**src/rtl/core/dfr_pkg.sv**
```systemverilog
// ----------------------------------------------------------------------------
// dfr_pkg
// Shared types and constants for the delimited frame receiver: defaults,
// register indexes, controller states and the controller/datapath signals.
// ----------------------------------------------------------------------------
package dfr_pkg;

  // Default frame buffer length (frame holds at most FRAME_LEN-1 bytes)
  localparam int unsigned FrameLenDefault = 32;

  // Field widths
  localparam int unsigned ByteW    = 8;
  localparam int unsigned FrameNumW = 16;
  localparam int unsigned CfgIdxW  = 1;
  localparam int unsigned CfgDataW = 8;

  // Register reset values
  localparam logic [ByteW-1:0] StartByteRst = 8'h02;
  localparam logic [ByteW-1:0] EndByteRst   = 8'h03;

  // Configuration register indexes
  typedef enum logic [CfgIdxW-1:0] {
    CFG_START_BYTE = 1'b0,
    CFG_END_BYTE   = 1'b1
  } cfg_reg_e;

  // Controller states
  typedef enum logic [1:0] {
    ST_IDLE,
    ST_COLLECT,
    ST_EMIT
  } state_e;

  // Commands from controller to datapath
  typedef struct packed {
    logic store_first;  // store byte at position 0, restart fill
    logic store;        // store byte at fill position, advance fill
    logic drop;         // discard the frame
    logic finish;       // close the frame and start readout
    logic rd_next;      // advance readout position
  } dp_cmd_t;

  // Status from datapath to controller
  typedef struct packed {
    logic is_start;     // incoming byte matches start byte
    logic is_end;       // incoming byte matches end byte
    logic at_limit;     // fill position reached FRAME_LEN-2
    logic rd_last;      // readout is on the last byte of the frame
  } dp_status_t;

endpackage

```
**src/rtl/core/dfr_in_if.sv**
```systemverilog
// ----------------------------------------------------------------------------
// dfr_in_if
// Received byte channel: valid/ready handshake with one byte per item.
// ----------------------------------------------------------------------------
interface dfr_in_if;

  logic                         valid;
  logic                         ready;
  logic [dfr_pkg::ByteW-1:0]    rx_byte;

  modport source (output valid, output rx_byte, input ready);
  modport sink   (input valid, input rx_byte, output ready);

endinterface

```
**src/rtl/core/dfr_out_if.sv**
```systemverilog
// ----------------------------------------------------------------------------
// dfr_out_if
// Frame byte channel: valid/ready handshake, one frame byte per item.
// ----------------------------------------------------------------------------
interface dfr_out_if;

  logic                           valid;
  logic                           ready;
  logic [dfr_pkg::ByteW-1:0]      frame_byte;
  logic                           last;
  logic [dfr_pkg::FrameNumW-1:0]  frame_number;

  modport source (output valid, output frame_byte, output last, output frame_number,
                  input ready);
  modport sink   (input valid, input frame_byte, input last, input frame_number,
                  output ready);

endinterface

```
**src/rtl/core/delimited_frame_receiver_top.sv**
```systemverilog
// Latency: the first frame byte is offered the cycle after the end byte is accepted.
// Throughput: one received byte per cycle while waiting or collecting; a completed
// frame is read out of the frame buffer at one byte per cycle while the sink is
// ready, and during the readout no received byte is accepted.
// Reset: start byte 0x02, end byte 0x03, receiver idle, frame counter zero;
// the frame buffer is not cleared.
// ----------------------------------------------------------------------------
// delimited_frame_receiver_top
// Start/end delimited frame receiver: collects bytes from the start delimiter
// through the end delimiter and emits the completed frame with its frame number.
// ----------------------------------------------------------------------------
module delimited_frame_receiver_top #(
  parameter int unsigned FRAME_LEN = dfr_pkg::FrameLenDefault
) (
  input  logic                         clk_i,
  input  logic                         rst_ni,
  input  logic                         cfg_we_i,
  input  logic [dfr_pkg::CfgIdxW-1:0]  cfg_idx_i,
  input  logic [dfr_pkg::CfgDataW-1:0] cfg_data_i,
  dfr_in_if.sink                       in_if,
  dfr_out_if.source                    out_if
);

  dfr_pkg::dp_cmd_t    cmd;
  dfr_pkg::dp_status_t status;

  // Control state machine
  dfr_ctrl u_ctrl (
    .clk_i       (clk_i),
    .rst_ni      (rst_ni),
    .in_valid_i  (in_if.valid),
    .in_ready_o  (in_if.ready),
    .out_valid_o (out_if.valid),
    .out_ready_i (out_if.ready),
    .status_i    (status),
    .cmd_o       (cmd)
  );

  // Frame buffer and counters
  dfr_datapath #(
    .FRAME_LEN (FRAME_LEN)
  ) u_datapath (
    .clk_i          (clk_i),
    .rst_ni         (rst_ni),
    .cfg_we_i       (cfg_we_i),
    .cfg_idx_i      (cfg_idx_i),
    .cfg_data_i     (cfg_data_i),
    .rx_byte_i      (in_if.rx_byte),
    .cmd_i          (cmd),
    .status_o       (status),
    .frame_byte_o   (out_if.frame_byte),
    .last_o         (out_if.last),
    .frame_number_o (out_if.frame_number)
  );

endmodule

```
**src/rtl/core/dfr_ctrl.sv**
```systemverilog
// ----------------------------------------------------------------------------
// dfr_ctrl
// Frame controller: waits for the start byte, collects, drops overlong
// frames and sequences the readout of a completed frame.
// ----------------------------------------------------------------------------
module dfr_ctrl (
  input  logic                clk_i,
  input  logic                rst_ni,
  input  logic                in_valid_i,
  output logic                in_ready_o,
  output logic                out_valid_o,
  input  logic                out_ready_i,
  input  dfr_pkg::dp_status_t status_i,
  output dfr_pkg::dp_cmd_t    cmd_o
);

  dfr_pkg::state_e state_q, state_d;
  logic            in_acc;
  logic            out_acc;

  assign in_acc  = in_valid_i && in_ready_o;
  assign out_acc = out_valid_o && out_ready_i;

  // State register
  always_ff @(posedge clk_i or negedge rst_ni) begin
    if (!rst_ni) begin
      state_q <= dfr_pkg::ST_IDLE;
    end else begin
      state_q <= state_d;
    end
  end

  // Next state
  always_comb begin
    state_d = state_q;
    case (state_q)
      dfr_pkg::ST_IDLE: begin
        if (in_acc && status_i.is_start) begin
          state_d = dfr_pkg::ST_COLLECT;
        end
      end
      dfr_pkg::ST_COLLECT: begin
        if (in_acc && !status_i.is_start) begin
          if (status_i.is_end) begin
            state_d = dfr_pkg::ST_EMIT;
          end else if (status_i.at_limit) begin
            state_d = dfr_pkg::ST_IDLE;
          end
        end
      end
      dfr_pkg::ST_EMIT: begin
        if (out_acc && status_i.rd_last) begin
          state_d = dfr_pkg::ST_IDLE;
        end
      end
      default: state_d = dfr_pkg::ST_IDLE;
    endcase
  end

  // Outputs and datapath commands; ready and valid are constant per state,
  // so the handshake reduces to the other side's signal here
  always_comb begin
    in_ready_o  = 1'b0;
    out_valid_o = 1'b0;
    cmd_o       = '0;
    case (state_q)
      dfr_pkg::ST_IDLE: begin
        in_ready_o        = 1'b1;
        cmd_o.store_first = in_valid_i && status_i.is_start;
      end
      dfr_pkg::ST_COLLECT: begin
        in_ready_o = 1'b1;
        if (in_valid_i) begin
          if (status_i.is_start) begin
            cmd_o.store_first = 1'b1;
          end else if (status_i.is_end) begin
            cmd_o.store  = 1'b1;
            cmd_o.finish = 1'b1;
          end else if (status_i.at_limit) begin
            cmd_o.drop = 1'b1;
          end else begin
            cmd_o.store = 1'b1;
          end
        end
      end
      dfr_pkg::ST_EMIT: begin
        out_valid_o   = 1'b1;
        cmd_o.rd_next = out_ready_i && !status_i.rd_last;
      end
      default: begin
        in_ready_o = 1'b0;
      end
    endcase
  end

endmodule

```
**src/rtl/core/dfr_datapath.sv**
```systemverilog
// ----------------------------------------------------------------------------
// dfr_datapath
// Frame datapath: delimiter registers, frame buffer, fill and readout
// positions, frame counter and byte compare logic.
// ----------------------------------------------------------------------------
module dfr_datapath #(
  parameter int unsigned FRAME_LEN = dfr_pkg::FrameLenDefault
) (
  input  logic                            clk_i,
  input  logic                            rst_ni,
  input  logic                            cfg_we_i,
  input  logic [dfr_pkg::CfgIdxW-1:0]     cfg_idx_i,
  input  logic [dfr_pkg::CfgDataW-1:0]    cfg_data_i,
  input  logic [dfr_pkg::ByteW-1:0]       rx_byte_i,
  input  dfr_pkg::dp_cmd_t                cmd_i,
  output dfr_pkg::dp_status_t             status_o,
  output logic [dfr_pkg::ByteW-1:0]       frame_byte_o,
  output logic                            last_o,
  output logic [dfr_pkg::FrameNumW-1:0]   frame_number_o
);

  localparam int unsigned IdxW  = $clog2(FRAME_LEN);
  localparam int unsigned Limit = FRAME_LEN - 2;

  logic [dfr_pkg::ByteW-1:0]     start_byte_q;
  logic [dfr_pkg::ByteW-1:0]     end_byte_q;
  logic [dfr_pkg::ByteW-1:0]     mem_q [FRAME_LEN];
  logic [IdxW-1:0]               fill_q, fill_d;
  logic [IdxW-1:0]               rd_idx_q, rd_idx_d;
  logic [IdxW-1:0]               last_idx_q;
  logic [IdxW-1:0]               wr_addr;
  logic                          wr_en;
  logic [dfr_pkg::ByteW-1:0]     rd_data_q;
  logic [dfr_pkg::FrameNumW-1:0] frames_q;

  // Configuration registers
  always_ff @(posedge clk_i or negedge rst_ni) begin
    if (!rst_ni) begin
      start_byte_q <= dfr_pkg::StartByteRst;
      end_byte_q   <= dfr_pkg::EndByteRst;
    end else if (cfg_we_i) begin
      case (dfr_pkg::cfg_reg_e'(cfg_idx_i))
        dfr_pkg::CFG_START_BYTE: start_byte_q <= cfg_data_i[dfr_pkg::ByteW-1:0];
        dfr_pkg::CFG_END_BYTE:   end_byte_q   <= cfg_data_i[dfr_pkg::ByteW-1:0];
        default: ;
      endcase
    end
  end

  // Byte compares for the controller
  assign status_o.is_start = (rx_byte_i == start_byte_q);
  assign status_o.is_end   = (rx_byte_i == end_byte_q);
  assign status_o.at_limit = (fill_q >= IdxW'(Limit));
  assign status_o.rd_last  = (rd_idx_q == last_idx_q);

  // Fill position: restart at one after the start byte, clear on drop or finish, advance on store
  always_comb begin
    fill_d = fill_q;
    if (cmd_i.store_first) begin
      fill_d = IdxW'(1);
    end else if (cmd_i.drop || cmd_i.finish) begin
      fill_d = '0;
    end else if (cmd_i.store) begin
      fill_d = fill_q + IdxW'(1);
    end
  end

  // Readout position: rewind when a frame closes, advance per item taken but the last
  always_comb begin
    rd_idx_d = rd_idx_q;
    if (cmd_i.finish) begin
      rd_idx_d = '0;
    end else if (cmd_i.rd_next) begin
      rd_idx_d = rd_idx_q + IdxW'(1);
    end
  end

  always_ff @(posedge clk_i or negedge rst_ni) begin
    if (!rst_ni) begin
      fill_q     <= '0;
      rd_idx_q   <= '0;
      last_idx_q <= '0;
      frames_q   <= '0;
    end else begin
      fill_q   <= fill_d;
      rd_idx_q <= rd_idx_d;
      if (cmd_i.finish) begin
        last_idx_q <= fill_q;
        frames_q   <= frames_q + dfr_pkg::FrameNumW'(1);
      end
    end
  end

  // Frame buffer: one write port, registered read at the next readout position
  assign wr_en   = cmd_i.store_first || cmd_i.store;
  assign wr_addr = cmd_i.store_first ? '0 : fill_q;

  always_ff @(posedge clk_i) begin
    if (wr_en) begin
      mem_q[wr_addr] <= rx_byte_i;
    end
    rd_data_q <= mem_q[rd_idx_d];
  end

  assign frame_byte_o   = rd_data_q;
  assign last_o         = status_o.rd_last;
  assign frame_number_o = frames_q;

endmodule
```
**src/flat_wrapper.sv**
```systemverilog
// flat-port wrapper written by rule: the top's interface ports become plain ports
module delimited_frame_receiver_top_flat 
#(
  parameter int unsigned FRAME_LEN = dfr_pkg::FrameLenDefault
)
  (clk_i, rst_ni, cfg_we_i, cfg_idx_i, cfg_data_i, in_if_valid, in_if_rx_byte, in_if_ready, out_if_valid, out_if_frame_byte, out_if_last, out_if_frame_number, out_if_ready);
  dfr_in_if in_if_i ();
  dfr_out_if out_if_i ();
  input  logic clk_i;
  input  logic rst_ni;
  input  logic cfg_we_i;
  input  logic [dfr_pkg::CfgIdxW-1:0] cfg_idx_i;
  input  logic [dfr_pkg::CfgDataW-1:0] cfg_data_i;
  input wire logic [$bits(in_if_i.valid)-1:0] in_if_valid;
  input wire logic [$bits(in_if_i.rx_byte)-1:0] in_if_rx_byte;
  output wire logic [$bits(in_if_i.ready)-1:0] in_if_ready;
  output wire logic [$bits(out_if_i.valid)-1:0] out_if_valid;
  output wire logic [$bits(out_if_i.frame_byte)-1:0] out_if_frame_byte;
  output wire logic [$bits(out_if_i.last)-1:0] out_if_last;
  output wire logic [$bits(out_if_i.frame_number)-1:0] out_if_frame_number;
  input wire logic [$bits(out_if_i.ready)-1:0] out_if_ready;
  assign in_if_i.valid = in_if_valid;
  assign in_if_i.rx_byte = in_if_rx_byte;
  assign in_if_ready = in_if_i.ready;
  assign out_if_valid = out_if_i.valid;
  assign out_if_frame_byte = out_if_i.frame_byte;
  assign out_if_last = out_if_i.last;
  assign out_if_frame_number = out_if_i.frame_number;
  assign out_if_i.ready = out_if_ready;
  delimited_frame_receiver_top #(.FRAME_LEN(FRAME_LEN)) u_core (.clk_i(clk_i), .rst_ni(rst_ni), .cfg_we_i(cfg_we_i), .cfg_idx_i(cfg_idx_i), .cfg_data_i(cfg_data_i), .in_if(in_if_i), .out_if(out_if_i));
endmodule
```
**config.mk**
```make
export PLATFORM = sky130hd
export DESIGN_NAME = delimited_frame_receiver_top_flat
export DESIGN_NICKNAME = d
export VERILOG_FILES = /design/src/rtl/core/dfr_pkg.sv /design/src/rtl/core/dfr_in_if.sv /design/src/rtl/core/dfr_out_if.sv /design/src/rtl/core/delimited_frame_receiver_top.sv /design/src/rtl/core/dfr_ctrl.sv /design/src/rtl/core/dfr_datapath.sv /design/src/flat_wrapper.sv
export SDC_FILE = /design/constraint.sdc
export NUM_CORES = 1
export LEC_CHECK = 0
export BUFFER_PORTS_ARGS = -buffer_cell sky130_fd_sc_hd__buf_2
export CORE_ASPECT_RATIO = 1.25
export CORE_MARGIN = 8
export CORE_UTILIZATION = 66
export DETAILED_ROUTE_END_ITERATION = 7
export PLACE_DENSITY = 0.84
export RECOVER_POWER = 100
export SLEW_MARGIN = 20
export SYNTH_ARGS = -nofsm -noshare
export SYNTH_HDL_FRONTEND = slang
export SYNTH_SLANG_ARGS = --single-unit
```
**constraint.sdc**
```tcl
create_clock -name clk_i -period 6.75 [get_ports clk_i]
set_input_delay 2.025 -clock clk_i [delete_from_list [all_inputs] [get_ports clk_i]]
set_output_delay 2.025 -clock clk_i [all_outputs]
set_load 0.05 [all_outputs]
```
* After elaboration in Yosys (flattened, before gate mapping)
Memories as Yosys holds them, arrays and structs flattened. A register that Yosys moved wholly into a read port is not among the register bits.
Index checks and enable logic that the tools add are counted.
** Word-level totals
- Register bits after elaboration :: 49
- Bits in writable memories :: 256
- Input port bits :: 22
- Output and inout port bits :: 27
- Logic and storage cells :: 66
- Memories kept :: 1
** Cells by class
- $add $sub $neg :: 3
- $lt $le $gt $ge :: 1
- Equal/unequal tests :: 9
- Mux-type cells :: 27
- Bitwise operators :: 1
- Reductions and logical operators :: 17
** Memories
- u_core.u_datapath.mem_q :: depth 32, bits a word 8, rd ports 1, clocked after memory_dff 1, wr ports 1, RTL line dfr_datapath.sv:27 : logic [dfr_pkg::ByteW-1:0] mem_q [FRAME_LEN];
** Operators by type and width (count)
- 2-to-1 mux 5 bit :: 6
- adder 16 x 1 -> 16 bit (second input constant) :: 1
- == test 8 bit :: 2
- 2-to-1 mux 1 bit :: 11
- adder 5 x 1 -> 5 bit (second input constant) :: 2
- 2-to-1 mux 2 bit :: 5
- logical AND 1 bit :: 7
- 2-to-1 mux 3 bit :: 2
- inequality test 2 bit (second input constant) :: 3
- one-hot mux 2 bit (3 select lines) :: 1
- == test 5 bit :: 1
- greater-or-equal comparator 5 bit (second input constant) :: 1
- 2-to-1 mux 4 bit :: 1
- AND reduction 2 bit :: 2
- AND reduction 4 bit :: 1
- inequality test 3 x 1 -> 1 bit (second input constant) :: 1
- nonzero test 3 bit :: 1
- == test 2 x 1 -> 1 bit (second input constant) :: 1
- == test 2 bit (second input constant) :: 1
- zero test 1 bit :: 2
- zero test 2 bit :: 1
- logical OR 1 bit :: 2
- one-hot mux 1 bit (2 select lines) :: 1
- OR reduction 2 bit :: 1
- inverter 1 bit :: 1

* Logic depth before layout (Yosys ltp)
- Depth in word-level cells :: 9
- Gate-level depth with buffers :: 12
- Mapped depth without buffers :: 8

* Hierarchy
A second synthesis with hierarchy kept.
** Unflattened totals
- Cells, all modules :: 1093
- Area, all modules :: 14091.0 um2
** Modules (own cells, without submodules)
- dfr_datapath :: times used 1, cells each 1076, area each 13949.6 um2, sequential area each 9027.4 um2
- dfr_ctrl :: times used 1, cells each 17, area each 141.4 um2, sequential area each 50.0 um2

* Worst setup path before layout
No wires, ideal clock.
- Kind :: input port to flip-flop
- Start :: input in_if_rx_byte[6]
- End :: memory u_core.u_datapath.mem_q[13][0] (netlist bit), enable pin
- Setup time :: 395 ps
- Arrival :: 4200 ps
- Required time :: 6355 ps
- Setup slack :: 2155 ps
- Stages on the path :: 7
- Buffers on the path :: 1
- Path through :: xnor2_1 nand4_1 nor2_1 o21ai_0 or3_1 clkbuf_1 nor4_1
** Between the ends
- Cells in the longest elaborated chain, start to end :: 8
- Elaborated cells on any way between the ends :: 13
- Classes of those cells :: 2 x eq/ne; 9 x mux; 2 x reduce/logical
** Ends and longest elaborated chain
- from (decl) :: RTL line flat_wrapper.sv:15 : input wire logic [$bits(in_if_i.rx_byte)-1:0] in_if_rx_byte;
- == test 8 bit :: RTL line dfr_datapath.sv:52 : assign status_o.is_end = (rx_byte_i == end_byte_q);
- 2-to-1 mux 1 bit :: RTL line dfr_ctrl.sv:76 : end else if (status_i.is_end) begin
- 2-to-1 mux 3 bit :: RTL line dfr_ctrl.sv:74 : if (status_i.is_start) begin
- 2-to-1 mux 4 bit :: RTL line dfr_ctrl.sv:73 : if (in_valid_i) begin
- 2-to-1 mux 3 bit :: RTL line dfr_ctrl.sv:66 : case (state_q)
- logical OR 1 bit :: RTL line dfr_datapath.sv:95 : assign wr_en = cmd_i.store_first || cmd_i.store;
- 2-to-1 mux 1 bit :: RTL line dfr_datapath.sv:99 : if (wr_en) begin
- 2-to-1 mux 1 bit (not written as such) :: RTL line dfr_datapath.sv:100 : mem_q[wr_addr] <= rx_byte_i;
- to (decl) :: RTL line dfr_datapath.sv:27
Several ways; a longest one is shown, not always the timed one.

* Worst setup path after layout
- Start :: input in_if_rx_byte[6]
- End :: memory u_core.u_datapath.mem_q[1][5] (netlist bit), enable pin
Same word-level chain as after synthesis.

==> results.md <==
- Outcome: finished with violations
- Failing checks: capacitance limit, slew limit
- Leakage: 5.31 nW
- WP data arrival: 5900 ps
- Ratio of cells with drive above 1 in the final layout: a little under an eighth
- Worst Hold Class: reg2reg
- Pwr/cell area: 302 mW/mm²
- Final layout net count: 966
- Largest net degree at the start of global routing: between 50 and 60
- Synth async-reset ratio: 15.7%
- Final setup violating endpoints: 0
- GRT Util Overall: 24.8%
- Critical path's top delay family: simple AND/OR/NAND/NOR gates
- Most common cell after layout, fill and taps aside: edfxtp_1
- Die W: between 100 and 150 µm
- Slew @ Worst Pin: 2530 ps
- Critical path required time: between 6000 and 7000 ps
- CP startpoint: in_if_rx_byte[6]
- Antenna violations before repair: 0
- Final-layout fill cell count: 1,181
- R2R Setup Slk: 2560 ps
- Min cycle time layout: 5740 ps
- Starting Density: 67.1%
- CP Cell Sequence: clkbuf_1 -> xnor2_1 -> nand4_1 -> nor2_1 -> o21ai_0 -> or3_1 -> a21oi_1
- Main combinational cell family by area after synthesis: multiplexers
- Mux cell area share after synthesis: between 8 and 9%
- Yosys cell types: 57
- Clock skew: approximately 8.5 ps
- Synthesized Nets: approximately 900
- DR pass1 iterations: 6
- Initial DRC count: 932
- Crit path depth: 7
- Final hold vios: 0
- Maximum VDD drop: 0.243 mV
- Slowest stage cell, crit path: clkbuf_1
- Residual DRC count: 0
- Die ar.: 0.0245 mm²
- Worst setup endpoint: u_core.u_datapath.mem_q[1][5]
- ANT nets after route: 0
- DP HPWL: 19,200 µm
- Simple-gate portion of the synthesized area: under 10%
- Final Cell Area: approximately 0.014 mm²
- Synth top area cells: edfxtp_1 (59%), dfrtp_1 (8.8%), mux2i_1 (4.9%)
- Reg-to-reg endpoint: u_core.u_datapath.frame_byte_o[2]
- Commonest cells after routing, fill and taps aside: edfxtp_1 (256), nor2_1 (92), mux2i_1 (64), clkbuf_1 (56), nand2_1 (47)
- Maximum buffer depth of the clock tree: 3
- Worst-path clk slew: 70 ps
- DRT Wirelength: about 30,000 µm
- Sequential area share after synthesis: 69.8%
- Worst-case hold slack: 470 ps
- DP Area: 0.0135 mm²
- Gr ovfl total: 0
- Max-cap violations: 5
- Worst Path Buf+Inv: 1
- Syn Area/Cell: 14.7 µm²
- Layout Utilization: 74.4%
- Diode count: 0
- Area Overhead vs Synth: 10.9%
- Launch point of the worst reg-to-reg path: u_core.u_datapath.rd_idx_q[2]
- Rows: 57
- Post-cts repair resize count: 0
- Slew Limit Fails: 181
- Core area: between 0.015 and 0.02 mm²
- Clock H-tree levels: 1
- I/O Buffers: 48
- Vias per cell: 6.54
- Critical path's largest stage delay: 1210 ps
- RSZ-0062 raised after global routing: no
- Worst r2r path cells: 8
- Tcrit/Tclk final: 85.0%
- Pwr Total: 4.35 mW
- Clock sink total: 313
- Die Y: between 150 and 200 µm
- Count of flip-flops with a built-in enable after synthesis: 256
- Peak Freq: 174 MHz
- Slew margin rel.: -69.0%
- First-pass GRT wire length: 46,400 µm
- TritonCTS Buffers: 28
- Compound-Gate Fraction of Synth Area: between 7 and 8%
- Ys flop type: edfxtp_1
- Worst setup EP type: flip-flop
- Vias after detailed routing: 8,028
- #FFs+latches synth: 313
- Cell count after synthesis: 887
- Setup TNS Final: 0 ps
- Clock latency on the worst-skew pair: about 540 ps
- Adder-cell area share of the yosys netlist: 0.385%
- # IOs: 49
- Hold-fix buffers at CTS: 0
- Yosys warnings: 0
- Post-Syn Area: 0.0130 mm²
- CTS tree: yes
- Cell taking the most area after synthesis: edfxtp_1
- Post-CTS Setup Inserts: 0
- GPL Wtd Cong: between 0.9 and 1
- Routed wire per std cell: 24.6 µm
- Post-synth top area share: 59.1%
- Vias in the first global route: between 8,000 and 9,000
- CP max FO: 34
- Root Buffer: clkbuf_16
- Crit start category: primary input
- Path type of the worst setup path: in2reg
- Synth Area in XOR/XNOR: 2.75%
[area by class of cell]
cell class                 instances  area, µm²  share of cell area [%]
clock inverter                    11        163                    1.13
inverter                           3       11.3                  0.0781
multi-input combinational        524       3700                    25.6
timing repair buffer              70        304                    2.11
clock buffer                      41        841                    5.83
tap                              265        332                    2.30
sequential                       313       9080                    62.9
[registers in the layout (all words and copies together) (netlist names)]
signal	count
u_core.u_datapath.last_idx_q	5
u_core.u_datapath.frame_byte_o	8
u_core.u_datapath.mem_q	256
u_core.u_datapath.fill_q	5
u_core.u_datapath.end_byte_q	8
u_core.u_datapath.frame_number_o	16
u_core.u_datapath.rd_idx_q	5
u_core.u_datapath.start_byte_q	8
u_core.u_ctrl.state_q	2
[worst reg2reg max path, cell delays in order (launching register included)]
cell,delay [ps]
dfrtp_1,670
xor2_2,170
o41ai_1,620
o211a_4,820
buf_4,760
mux2i_1,260
a22oi_1,400
o2111ai_1,240
nand4_1,180
[worst min path at each step]
stage	from	endpoint	depth (start not counted)
3_3_place_gp	u_core.u_datapath.frame_number_o[15]	u_core.u_datapath.frame_number_o[15]	1
4_1_cts	u_core.u_datapath.frame_number_o[15]	u_core.u_datapath.frame_number_o[15]	1
6_report	u_core.u_datapath.frame_number_o[15]	u_core.u_datapath.frame_number_o[15]	1
3_5_place_dp	u_core.u_datapath.frame_number_o[15]	u_core.u_datapath.frame_number_o[15]	1
5_1_grt	u_core.u_datapath.frame_number_o[15]	u_core.u_datapath.frame_number_o[15]	1
2_1_floorplan	u_core.u_ctrl.state_q[1]	u_core.u_ctrl.state_q[0]	1
[report_power, final]
| group | internal (mW) | switching, mW | total (mW) |
|---|---|---|---|
| clock | 1.02 | 0.671 | 1.69 |
| combinational | 0.152 | 0.323 | 0.475 |
| sequential | 2.14 | 0.0475 | 2.19 |
[metrics by stage]
stage	worst slack (ps)	std cells
floorplan	2160	887
global placement	1090	1175
detailed placement	879	1175
CTS	1430	1227
global route	779	1227
finish	1010	1227
[cells by family (layout without fill, tap and decap cells)]
logic type,after synthesis,in the layout
flip-flops,313,313
AND/OR/NAND/NOR,228,228
AO/OA/AOI/OAI,143,143
multiplexers,109,109
buffers and inverters,50,125
XOR/XNOR,40,40
adder cells (fa/ha/maj),4,4
[Yosys cell counts (9+ instances only)]
library cell  number
edfxtp_1         256
nor2_1            92
mux2i_1           64
nand2_1           47
dfrtp_1           46
a22oi_1           33
mux2_2            30
o2111ai_1         26
clkbuf_1          25
nand4_1           23
o21ai_0           22
xnor2_1           20
xor2_1            19
a21oi_1           17
mux2_1            15
buf_2             13
a2111oi_0         10
nand3_1           10
nor3_1            10
and3_1             9
o21bai_1           9
[per-layer routing]
metal,vias to the layer above,global-route usage [%],wire (µm)
met5,-,0,0
met4,0,14.8,1890
met3,99,3.61,2560
met2,465,40.0,14600
met1,3946,31.4,11100
li1,3518,-,-
Power figures use the tool's default switching activity.
